**src/sv/atm_pkg.sv**
```systemverilog
`default_nettype none
package atm_pkg;

  localparam int unsigned HALF_W = 32;
  localparam int unsigned CNT_W  = 64;
  localparam int unsigned DIV_W  = 16;

  // item kinds carried on in_tuser
  typedef enum logic [1:0] {
    KIND_TICK  = 2'd0,
    KIND_WRITE = 2'd1,
    KIND_READ  = 2'd2
  } kind_t;

  // timer register map seen by write/read items
  typedef enum logic [3:0] {
    RA_CONTROL = 4'd0,
    RA_LOADLO  = 4'd1,
    RA_LOADHI  = 4'd2,
    RA_LOAD    = 4'd3,
    RA_LATCH   = 4'd4,
    RA_COUNTLO = 4'd5,
    RA_COUNTHI = 4'd6,
    RA_INTENA  = 4'd7,
    RA_INTRAW  = 4'd8,
    RA_INTCLR  = 4'd9
  } reg_addr_t;

  // configuration port register indexes
  typedef enum logic [1:0] {
    CFG_DIVIDER     = 2'd0,
    CFG_COUNT_UP    = 2'd1,
    CFG_AUTO_RELOAD = 2'd2,
    CFG_ALARM_VALUE = 2'd3
  } cfg_idx_t;

  typedef struct packed {
    logic [DIV_W-1:0] divider;
    logic             count_up;
    logic             auto_reload;
    logic [CNT_W-1:0] alarm_value;
  } cfg_t;

endpackage
`default_nettype wire

```
**src/sv/atm_cfg.sv**
```systemverilog
`default_nettype none
module atm_cfg (
  input  wire logic         clk,
  input  wire logic         rst_n,
  input  wire logic         cfg_psel,
  input  wire logic         cfg_penable,
  input  wire logic         cfg_pwrite,
  input  wire logic [4:0]   cfg_paddr,
  input  wire logic [63:0]  cfg_pwdata,
  output logic [63:0]       cfg_prdata,
  output logic              cfg_pready,
  output atm_pkg::cfg_t     cfg
);
  import atm_pkg::*;

  cfg_t     cfg_r;
  cfg_t     cfg_nxt;
  cfg_idx_t idx;
  logic     wr_en;

  assign idx        = cfg_idx_t'(cfg_paddr[4:3]);
  assign cfg_pready = 1'b1;
  assign wr_en      = cfg_psel && cfg_penable && cfg_pwrite && cfg_pready;
  assign cfg        = cfg_r;

  always_comb begin
    cfg_nxt = cfg_r;
    if (wr_en) begin
      case (idx)
        CFG_DIVIDER:     cfg_nxt.divider     = cfg_pwdata[DIV_W-1:0];
        CFG_COUNT_UP:    cfg_nxt.count_up    = cfg_pwdata[0];
        CFG_AUTO_RELOAD: cfg_nxt.auto_reload = cfg_pwdata[0];
        CFG_ALARM_VALUE: cfg_nxt.alarm_value = cfg_pwdata;
        default:         cfg_nxt = cfg_r;
      endcase
    end
  end

  always_comb begin
    case (idx)
      CFG_DIVIDER:     cfg_prdata = {{(64-DIV_W){1'b0}}, cfg_r.divider};
      CFG_COUNT_UP:    cfg_prdata = {63'd0, cfg_r.count_up};
      CFG_AUTO_RELOAD: cfg_prdata = {63'd0, cfg_r.auto_reload};
      CFG_ALARM_VALUE: cfg_prdata = cfg_r.alarm_value;
      default:         cfg_prdata = 64'd0;
    endcase
  end

  always_ff @(posedge clk) begin
    if (!rst_n) begin
      cfg_r.divider     <= DIV_W'(1);
      cfg_r.count_up    <= 1'b1;
      cfg_r.auto_reload <= 1'b1;
      cfg_r.alarm_value <= '0;
    end else begin
      cfg_r <= cfg_nxt;
    end
  end

endmodule
`default_nettype wire

```
**src/sv/atm_core.sv**
```systemverilog
`default_nettype none
module atm_core (
  input  wire logic                 clk,
  input  wire logic                 rst_n,
  input  wire atm_pkg::cfg_t        cfg,
  input  wire logic                 fire,
  input  wire atm_pkg::kind_t       kind,
  input  wire logic [3:0]           reg_address,
  input  wire logic [31:0]          write_data,
  output logic [31:0]               read_data,
  output logic                      interrupt_line
);
  import atm_pkg::*;

  logic [CNT_W-1:0] counter_r, counter_nxt;
  logic [DIV_W-1:0] prescale_r, prescale_nxt;
  logic [CNT_W-1:0] load_r, load_nxt;
  logic [CNT_W-1:0] latched_r, latched_nxt;
  logic             run_r, run_nxt;
  logic             alarm_en_r, alarm_en_nxt;
  logic             level_en_r, level_en_nxt;
  logic             irq_en_r, irq_en_nxt;
  logic             irq_raw_r, irq_raw_nxt;

  logic [DIV_W:0]   ratio;
  logic [DIV_W:0]   pre_inc;
  logic             pre_wrap;
  logic [CNT_W-1:0] cnt_step;
  reg_addr_t        addr;

  assign addr = reg_addr_t'(reg_address);

  // 0 selects 65536, 1 selects 2
  always_comb begin
    if (cfg.divider == '0) begin
      ratio = {1'b1, {DIV_W{1'b0}}};
    end else if (cfg.divider == DIV_W'(1)) begin
      ratio = (DIV_W+1)'(2);
    end else begin
      ratio = {1'b0, cfg.divider};
    end
  end

  assign pre_inc  = {1'b0, prescale_r} + (DIV_W+1)'(1);
  assign pre_wrap = pre_inc >= ratio;

  always_comb begin
    if (run_r && pre_wrap) begin
      cnt_step = cfg.count_up ? counter_r + CNT_W'(1) : counter_r - CNT_W'(1);
    end else begin
      cnt_step = counter_r;
    end
  end

  always_comb begin
    counter_nxt  = counter_r;
    prescale_nxt = prescale_r;
    load_nxt     = load_r;
    latched_nxt  = latched_r;
    run_nxt      = run_r;
    alarm_en_nxt = alarm_en_r;
    level_en_nxt = level_en_r;
    irq_en_nxt   = irq_en_r;
    irq_raw_nxt  = irq_raw_r;
    read_data    = 32'd0;
    if (fire) begin
      case (kind)
        KIND_TICK: begin
          if (run_r) begin
            prescale_nxt = pre_wrap ? '0 : pre_inc[DIV_W-1:0];
          end
          counter_nxt = cnt_step;
          // compare runs on the post-step count, even when stopped
          if (alarm_en_r && cnt_step == cfg.alarm_value) begin
            irq_raw_nxt  = 1'b1;
            alarm_en_nxt = 1'b0;
            if (cfg.auto_reload) begin
              counter_nxt = load_r;
            end
          end
        end
        KIND_WRITE: begin
          case (addr)
            RA_CONTROL: begin
              run_nxt      = write_data[0];
              alarm_en_nxt = write_data[1];
              level_en_nxt = write_data[2];
            end
            RA_LOADLO: load_nxt[HALF_W-1:0]     = write_data;
            RA_LOADHI: load_nxt[CNT_W-1:HALF_W] = write_data;
            RA_LOAD:   counter_nxt = load_r;
            RA_LATCH:  latched_nxt = counter_r;
            RA_INTENA: irq_en_nxt  = write_data[0];
            RA_INTCLR: begin
              if (write_data[0]) begin
                irq_raw_nxt = 1'b0;
              end
            end
            default: ;
          endcase
        end
        KIND_READ: begin
          case (addr)
            RA_CONTROL: read_data = {29'd0, level_en_r, alarm_en_r, run_r};
            RA_LOADLO:  read_data = load_r[HALF_W-1:0];
            RA_LOADHI:  read_data = load_r[CNT_W-1:HALF_W];
            RA_COUNTLO: read_data = latched_r[HALF_W-1:0];
            RA_COUNTHI: read_data = latched_r[CNT_W-1:HALF_W];
            RA_INTENA:  read_data = {31'd0, irq_en_r};
            RA_INTRAW:  read_data = {31'd0, irq_raw_r};
            default:    read_data = 32'd0;
          endcase
        end
        default: ;
      endcase
    end
  end

  assign interrupt_line = irq_raw_nxt && irq_en_nxt && level_en_nxt;

  always_ff @(posedge clk) begin
    if (!rst_n) begin
      counter_r  <= '0;
      prescale_r <= '0;
      load_r     <= '0;
      latched_r  <= '0;
      run_r      <= 1'b0;
      alarm_en_r <= 1'b0;
      level_en_r <= 1'b0;
      irq_en_r   <= 1'b0;
      irq_raw_r  <= 1'b0;
    end else begin
      counter_r  <= counter_nxt;
      prescale_r <= prescale_nxt;
      load_r     <= load_nxt;
      latched_r  <= latched_nxt;
      run_r      <= run_nxt;
      alarm_en_r <= alarm_en_nxt;
      level_en_r <= level_en_nxt;
      irq_en_r   <= irq_en_nxt;
      irq_raw_r  <= irq_raw_nxt;
    end
  end

endmodule
`default_nettype wire

```
**src/sv/alarm_timer_64bit_top.sv**
```systemverilog
`default_nettype none
// 64-bit timer with a 16-bit prescaler, alarm compare and autoreload. Each
// input item is a tick (in_tuser = 0), a register write (1) or a register
// read (2); every item yields exactly one result item carrying read data
// (zero unless a read) and the level interrupt as it stands after the item.
// An item is captured in an input register and, in the cycle it moves on,
// updates the timer state and lands in the output register; one item is
// accepted every clock unless the result side stalls, and the output
// register lets a new item enter while an earlier result waits. Divider,
// count direction, autoreload and the 64-bit alarm value sit on the APB
// port at byte addresses 0, 8, 16 and 24 and are meant to change only
// while no item is in flight.
module alarm_timer_64bit_top (
  input  wire logic        clk,
  input  wire logic        rst_n,
  // input item channel
  input  wire logic        in_tvalid,
  output logic             in_tready,
  input  wire logic [39:0] in_tdata,   // [3:0] reg_address, [35:4] write_data, rest 0
  input  wire logic [1:0]  in_tuser,   // [1:0] kind
  // result channel
  output logic             out_tvalid,
  input  wire logic        out_tready,
  output logic [39:0]      out_tdata,  // [31:0] read_data, [32] interrupt_line, rest 0
  // configuration port
  input  wire logic        cfg_psel,
  input  wire logic        cfg_penable,
  input  wire logic        cfg_pwrite,
  input  wire logic [4:0]  cfg_paddr,
  input  wire logic [63:0] cfg_pwdata,
  output logic [63:0]      cfg_prdata,
  output logic             cfg_pready
);
  import atm_pkg::*;

  cfg_t        cfg;

  // input register
  logic        s1_valid_r, s1_valid_nxt;
  kind_t       s1_kind_r;
  logic [3:0]  s1_addr_r;
  logic [31:0] s1_data_r;

  // output register
  logic        out_valid_r, out_valid_nxt;
  logic [31:0] out_rd_r;
  logic        out_irq_r;

  logic        advance;
  logic        in_fire;
  logic [31:0] core_rd;
  logic        core_irq;

  // item moves into the output register when that slot is free or draining
  assign advance   = s1_valid_r && (!out_valid_r || out_tready);
  assign in_tready = !s1_valid_r || advance;
  assign in_fire   = in_tvalid && in_tready;

  atm_cfg u_cfg (
    .clk         (clk),
    .rst_n       (rst_n),
    .cfg_psel    (cfg_psel),
    .cfg_penable (cfg_penable),
    .cfg_pwrite  (cfg_pwrite),
    .cfg_paddr   (cfg_paddr),
    .cfg_pwdata  (cfg_pwdata),
    .cfg_prdata  (cfg_prdata),
    .cfg_pready  (cfg_pready),
    .cfg         (cfg)
  );

  atm_core u_core (
    .clk            (clk),
    .rst_n          (rst_n),
    .cfg            (cfg),
    .fire           (advance),
    .kind           (s1_kind_r),
    .reg_address    (s1_addr_r),
    .write_data     (s1_data_r),
    .read_data      (core_rd),
    .interrupt_line (core_irq)
  );

  always_comb begin
    s1_valid_nxt = s1_valid_r;
    if (in_fire) begin
      s1_valid_nxt = 1'b1;
    end else if (advance) begin
      s1_valid_nxt = 1'b0;
    end
  end

  always_comb begin
    out_valid_nxt = out_valid_r;
    if (advance) begin
      out_valid_nxt = 1'b1;
    end else if (out_tready) begin
      out_valid_nxt = 1'b0;
    end
  end

  always_ff @(posedge clk) begin
    if (!rst_n) begin
      s1_valid_r  <= 1'b0;
      out_valid_r <= 1'b0;
    end else begin
      s1_valid_r  <= s1_valid_nxt;
      out_valid_r <= out_valid_nxt;
    end
  end

  // payload registers: no reset needed
  always_ff @(posedge clk) begin
    if (in_fire) begin
      s1_kind_r <= kind_t'(in_tuser);
      s1_addr_r <= in_tdata[3:0];
      s1_data_r <= in_tdata[35:4];
    end
    if (advance) begin
      out_rd_r  <= core_rd;
      out_irq_r <= core_irq;
    end
  end

  assign out_tvalid = out_valid_r;
  assign out_tdata  = {7'd0, out_irq_r, out_rd_r};

  // a held item must not be dropped while the result side stalls
  a_hold_on_stall: assert property (@(posedge clk) disable iff (!rst_n)
    (s1_valid_r && out_valid_r && !out_tready) |=> s1_valid_r)
    else $error("input item lost during output stall");

  // an empty input register always takes an item
  a_ready_when_empty: assert property (@(posedge clk) disable iff (!rst_n)
    !s1_valid_r |-> in_tready)
    else $error("input not ready while input register empty");

  // only reads return data
  a_nonread_zero: assert property (@(posedge clk) disable iff (!rst_n)
    (advance && s1_kind_r != KIND_READ) |=> (out_tdata[31:0] == 32'd0))
    else $error("non-read item produced read data");

  // a result leaves the output register only through the handshake
  a_out_count: assert property (@(posedge clk) disable iff (!rst_n)
    (out_valid_r && !out_tready && !advance) |=> out_valid_r)
    else $error("result dropped without handshake");

endmodule
`default_nettype wire

```
**config.mk**
```make
export PLATFORM = sky130hd
export DESIGN_NAME = alarm_timer_64bit_top
export DESIGN_NICKNAME = d
export VERILOG_FILES = /design/src/sv/atm_pkg.sv /design/src/sv/atm_cfg.sv /design/src/sv/atm_core.sv /design/src/sv/alarm_timer_64bit_top.sv
export SDC_FILE = /design/constraint.sdc
export NUM_CORES = 1
export LEC_CHECK = 0
export ABC_AREA = 1
export BUFFER_PORTS_ARGS = -buffer_cell sky130_fd_sc_hd__buf_4
export CORE_MARGIN = 2
export CORE_UTILIZATION = 55
export CTS_CLUSTER_DIAMETER = 100
export DETAILED_ROUTE_END_ITERATION = 6
export PLACE_DENSITY = 0.74
export SYNTH_ARGS = -nofsm -noshare
export SYNTH_HDL_FRONTEND = slang
export SYNTH_SLANG_ARGS = --single-unit
```
**constraint.sdc**
```tcl
create_clock -name clk -period 5.5 [get_ports clk]
set_input_delay 1.1 -clock clk [delete_from_list [all_inputs] [get_ports clk]]
set_output_delay 1.1 -clock clk [all_outputs]
set_load 0.01 [all_outputs]
```
# Yosys cells after proc, flatten, opt, wreduce, memory -nomap -nowiden
# Cells that the tools add are included.
[op_classes]
add_sub_neg = 3
magnitude_cmp = 1
n_eq_ne = 19
muxes = 29
n_reduce_logical = 30
[op_table]
columns = ["operator", "count"]
rows = [
  ["2-to-1 mux 64 bit", 5],
  ["case mux 64 bit (4 select lines)", 1],
  ["case mux 32 bit (7 select lines)", 1],
  ["case mux 64 bit (2 select lines)", 1],
  ["adder 64 x 1 -> 64 bit, second input constant", 1],
  ["== test 64 bit", 1],
  ["subtractor 64 x 1 -> 64 bit, second input constant", 1],
  ["2-to-1 mux 16 bit", 2],
  ["AND reduction 3 bit", 6],
  ["adder 16 x 1 -> 17 bit, second input constant", 1],
  [">= comparator 17 bit", 1],
  ["2-to-1 mux 17 bit", 1],
  ["== test 16 x 1 -> 1 bit, second input constant", 1],
  ["== test 4 x 3 -> 1 bit, second input constant", 4],
  ["logical NOT 16 bit", 1],
  ["2-to-1 mux 1 bit", 16],
  ["== test 4 x 2 -> 1 bit, second input constant", 2],
  ["== test 4 bit, second input constant", 2],
  ["logical AND 1 bit", 8],
  ["AND reduction 2 bit", 4],
  ["== test 2 bit, second input constant", 3],
  ["nonzero test 2 bit", 3],
  ["== test 2 x 1 -> 1 bit, second input constant", 2],
  ["== test 4 x 1 -> 1 bit, second input constant", 1],
  ["8 further kinds", 13],
]
[word_totals]
reg_bits = 368
input_bits = 118
output_inout_bits = 107
elab_cells = 103

# Depth between registers and ports, before layout
[depth]
depth_word = 13
mapped_depth = 36
mapped_depth_nobuf = 35

# Hierarchy
# A second synthesis with hierarchy kept.
[hier_totals]
hier_cells = 4023
area_unflattened_um2 = 24763.8
[modules_own_cells]
columns = ["module", "n_inst", "cells_each", "area_each_um2", "seq_area_each_um2"]
rows = [
  ["atm_core", 1, 3284, 18398.9, 4264.1],
  ["atm_cfg", 1, 646, 4073.9, 1641.6],
  ["alarm_timer_64bit_top", 1, 93, 2290.9, 2172.1],
]

# Worst setup path before layout
# No wires, ideal clock.
[synth_path]
path_kind = "reg2reg"
start = "register u_cfg.cfg_r (netlist bit u_cfg.cfg[65])"
end = "register u_core.counter_r[0]"
setup_time_ns = 0.071
t_arrival_ns = 4.125
t_required_ns = 5.429
setup_slack_ns = 1.304
path_stages_with_launch = 30
n_path_buf = 2
synth_period_minus_slack_ns = 4.196
path_cell_list = "dfxtp_1 inv_1 ha_1 nand2_1 inv_1 nand2_1 nand2_1 a21oi_1 nand2_1 nand2_1 nand2_1 nand2_1 nand2_1 nand2_1 nand2_1 nand2_1 nand2_1 nand2_1 nand2_1 nor2_1 nand2_1 nor2_1 nand2_1 nor2_1 nand3_1 buf_4 buf_6 nand3_1 nand3_1 a21oi_1"
[synth_between]
elab_chain_len = 6
word_cells_on_any_way = 7
cone_classes = "eq/ne (1); mux (5); reduce/logical (1)"
[synth_rtl]
columns = ["item", "line", "source"]
rows = [
  ["from (decl)", "atm_cfg.sv:16", "cfg_t cfg_r;"],
  ["from (signal assigned)", "atm_cfg.sv:56", "cfg_r <= cfg_nxt;"],
  ["2-to-1 mux 64 bit *", "atm_core.sv:49", "cnt_step = cfg.count_up ? counter_r + CNT_W'(1) : counter_r - CNT_W'(1);"],
  ["2-to-1 mux 64 bit *", "atm_core.sv:48", "if (run_r && pre_wrap) begin"],
  ["== test 64 bit", "atm_core.sv:74", "if (alarm_en_r && cnt_step == cfg.alarm_value) begin"],
  ["logical AND 1 bit", "atm_core.sv:74", ""],
  ["2-to-1 mux 64 bit *", "atm_core.sv:74", ""],
  ["case mux 64 bit (2 select lines) *", "atm_core.sv:67", "case (kind)"],
  ["to (signal assigned)", "atm_core.sv:133", "counter_r <= counter_nxt;"],
  ["to (decl)", "atm_core.sv:15", "logic [CNT_W-1:0] counter_r, counter_nxt;"],
]
# Every way passes the cells marked *; elsewhere a longest branch is shown, timed or not.
# A chain may end at the register's enable or synchronous reset.

# Worst setup path in the final report
[layout_path]
start = "register u_core.prescale_r[4]"
end = "register u_core.counter_r[41]"
[layout_between]
elab_chain_len = 8
word_cells_on_any_way = 9
cone_classes = "add/sub (1); order compare (1); eq/ne (1); mux (4); reduce/logical (2)"
[layout_rtl]
columns = ["item", "line", "source"]
rows = [
  ["from (decl)", "atm_core.sv:16", "logic [DIV_W-1:0] prescale_r, prescale_nxt;"],
  ["from (signal assigned)", "atm_core.sv:134", "prescale_r <= prescale_nxt;"],
  ["adder 16 x 1 -> 17 bit *", "atm_core.sv:44", "assign pre_inc = {1'b0, prescale_r} + (DIV_W+1)'(1);"],
  [">= comparator 17 bit *", "atm_core.sv:45", "assign pre_wrap = pre_inc >= ratio;"],
  ["logical AND 1 bit *", "atm_core.sv:48", ""],
  ["2-to-1 mux 64 bit *", "atm_core.sv:48", ""],
  ["== test 64 bit", "atm_core.sv:74", ""],
  ["logical AND 1 bit", "atm_core.sv:74", ""],
  ["2-to-1 mux 64 bit *", "atm_core.sv:74", ""],
  ["case mux 64 bit (2 select lines) *", "atm_core.sv:67", ""],
]
# Marked as above.

==> run summary <==
Setup tns final = 0 ns
Run status = finished clean
Worst slack, placed = 0.488 ns
Setup bufs post-CTS = 0
Clock tree buffer depth = 3
CTS clk-pin slew, worst paths = 0.06 ns
LEAKAGE = 0.0121 µW
EDFF count, synth = 71
Synthesized area = 23300 µm²
Max-cap violations = 0
Largest net degree at the start of global routing = 95
Fin crit period = 5.06 ns
Crit path top cell by count = nand2_1
Hold Path Origin = u_core.latched_r[30]
Met3 Resource Use GR = 4.49%
CP max FO = 37
Slew HR = 30.6%
CTS tree = built
Root buffer cell = clkbuf_16
Fmax = 197 MHz
Hold Crit Endpoint = u_core.latched_r[30]
Core box area = 41900 µm²
Port bufs = 209
Layer with the highest usage = met2
Hold buffers post-CTS = 0
Clk_lat worst skew = 0.59 ns
Area grow syn2layout = 14.3%
Mapped Cells = 3677
DR vias/cell = 5.68
H-tree levels = 2
RSZ-0062 raised after global routing = no
WS Path Type = reg -> reg
R2R Path End = u_core.counter_r[41]
Die height = 210 µm
R2R setup slack = 0.44 ns
Grt total ovfl = 0
FP Rows = 75
Detailed-placement wirelength estimate = 65900 µm
R2r worst-path depth = 31
Final period util = 92.1%
Final Hold Fails = 0
WL final = 85300 µm
Share of cells above drive strength 1 = 9.58%
Average cell area after synthesis = 6.34 µm²
WHS Path Cells = 2
Die width = 210 µm
Vias = 24900
Crit path DAT = 5.56 ns
ANT cells = 0
Fin Clk Skew = 0.0515 ns
DRT Pass-1 Iters = 6
Setup crit end kind = flip-flop
Initial antenna violation count = 0
CTS Buf Count = 40
Met1 usage in global routing = 48.3%
Final core utilization = 63.7%
Area of the die = 44100 µm²
CP Launch Type = flip-flop
DRT iter0 DRCs = 2906
Max stage delay on crit path = 0.40 ns
Hold Slack = 0.459 ns
Yosys cell types = 49
P per Cell Area = 231 nW/µm²
Vias in the first global route = 22300
Total Routing Usage GR = 37.6%
Final setup margin = 0.436 ns
WP data required = 6.00 ns
Maximum VDD drop = 284 µV
HP Class = reg -> reg
Yosys warns = 0
Crit-path slowest cell = dfxtp_1
Worst-Margin Slew = 1.04 ns
Post-synthesis register bit count = 368
FF-to-FF Start = u_core.prescale_r[4]
Grt met2 use = 60.5%
First-pass GRT wire length = 127000 µm
WL/cell = 19.5 µm
Post-DRT Antenna Nets = 0
Prevailing post-synth register cell = dfxtp_1
Ports = 225
Final Max Tran Viols = 0
Final setup viols = 0
Final-stage net count = 4010
# DRC = 0
GPL Wtd Cong = 1.03
Asr flop ratio synth = 0%
CTS sink count = 368
Starting Density = 55.7%
Register area share after synthesis = 34.6%
==> critical path, delay by kind of cell, from the launching register on <==
kind | cells | cell delay, ns
AOI/OAI and AO/OA | 2 | 0.33
buffers and inverters | 4 | 0.78
DFF | 1 | 0.40
and+or+nand+nor | 23 | 2.97
xor gates and xnor gates | 1 | 0.21
adders and majority gates | 1 | 0.26
==> cells by family after synthesis <==
group,count (synthesis),share of synthesized area [%]
multiplexers,2,0.0859
adder cells (fa/ha/maj),81,4.38
XOR/XNOR,25,0.939
buffers and inverters,699,11.8
AO/OA/AOI/OAI,691,15.9
AND/OR/NAND/NOR,1809,32.2
flip-flops,368,34.6
other,2,0.0322
==> layer usage <==
layer	part of all wire, %	wire length, µm
met5	0	0
met4	7.2	6110
met3	8.3	7080
met2	45	38100
met1	40	34000
==> state kept, by name, summed over array words and instances (netlist names), 2 cells and up <==
signal and flops:
s1_addr_r 4, u_core.load_r 64, out_rd_r 32, u_cfg.cfg 82, u_core.prescale_r 16, s1_kind_r 2
u_core.counter_r 64, s1_data_r 32, u_core.latched_r 64
==> what timing repair did <==
item / CTS / global route
setup endpoints to repair: 0 / 66
resized for setup: 0 / 5
hold endpoints to repair: 0 / 0
==> cells in the mapped netlist, types with 26 or more instances <==
master / number / area share (%)
nand3b_1: 26 / 0.84
clkbuf_1: 117 / 1.9
dfxtp_1: 297 / 26
nor2_1: 316 / 5.1
ha_1: 80 / 4.3
or2_2: 33 / 0.89
nand2_1: 1047 / 17
o21ai_0: 226 / 4.9
a21oi_1: 355 / 7.6
o22ai_1: 50 / 1.3
nand3_1: 337 / 7.2
edfxtp_1: 71 / 9.1
inv_1: 530 / 8.5
==> where the power goes <==
part / leakage [µW] / switching [µW] / internal [µW]
registers: 0.00309 / 37.4 / 2800
logic: 0.00832 / 355 / 187
clock network: 0.000666 / 1190 / 1600
total: 0.0121 / 1580 / 4590
==> through the flow <==
step	area, µm²	power (µW)	cells
6_report	26600	6170	4382
5_1_grt	26600	6340	4382
4_1_cts	26600	6170	4381
3_5_place_dp	25200	3420	4307
3_3_place_gp	25200	3410	4307
2_1_floorplan	23300	3200	3683
==> placed cells by master, fill, tap and decap left out, drive strengths merged, types with 2 or more instances in the layout <==
| master | instances |
|---|---|
| a311oi | 25 |
| buf | 249 |
| or3 | 2 |
| o31ai | 3 |
| ha | 80 |
| dfxtp | 297 |
| a31oi | 4 |
| nor2 | 317 |
| mux2i | 2 |
| nor4 | 4 |
| edfxtp | 71 |
| o22ai | 50 |
| a211oi | 2 |
| clkinvlp | 3 |
| nand2 | 1049 |
| xor2 | 13 |
| nand3b | 26 |
| clkinv | 19 |
| o211ai | 2 |
| nand3 | 339 |
| nand4 | 21 |
| nor3 | 13 |
| xnor2 | 12 |
| or2 | 33 |
| o21ai | 227 |
| o21a | 2 |
| conb | 8 |
| o21bai | 13 |
| inv | 534 |
| and2 | 3 |
| a21oi | 356 |
| bufinv | 4 |
| clkbuf | 50 |
| a21o | 3 |
==> worst max path at each step <==
stage / startpoint / end / slack (ns) / cells after the start
detailed placement: u_core.prescale_r[0] / u_core.counter_r[28] / 0.49 / 34
global placement: u_core.prescale_r[0] / u_core.counter_r[28] / 0.55 / 34
global route: u_core.prescale_r[4] / u_core.counter_r[37] / 0.005 / 32
finish: u_core.prescale_r[4] / u_core.counter_r[41] / 0.44 / 31
CTS: u_core.prescale_r[0] / u_core.counter_r[28] / 0.42 / 34
floorplan: u_cfg.cfg[65] / u_core.counter_r[0] / 1.30 / 29
==> final cells by class <==
cell class	instances	area, µm²
clock inverter	25	288
sequential	368	8080
tap	539	674
inverter	535	2010
multi-input combinational	2616	12500
fill	4038	15200
clock buffer	49	1070
timing repair buffer	250	1970
Power figures use the tool's default switching activity.
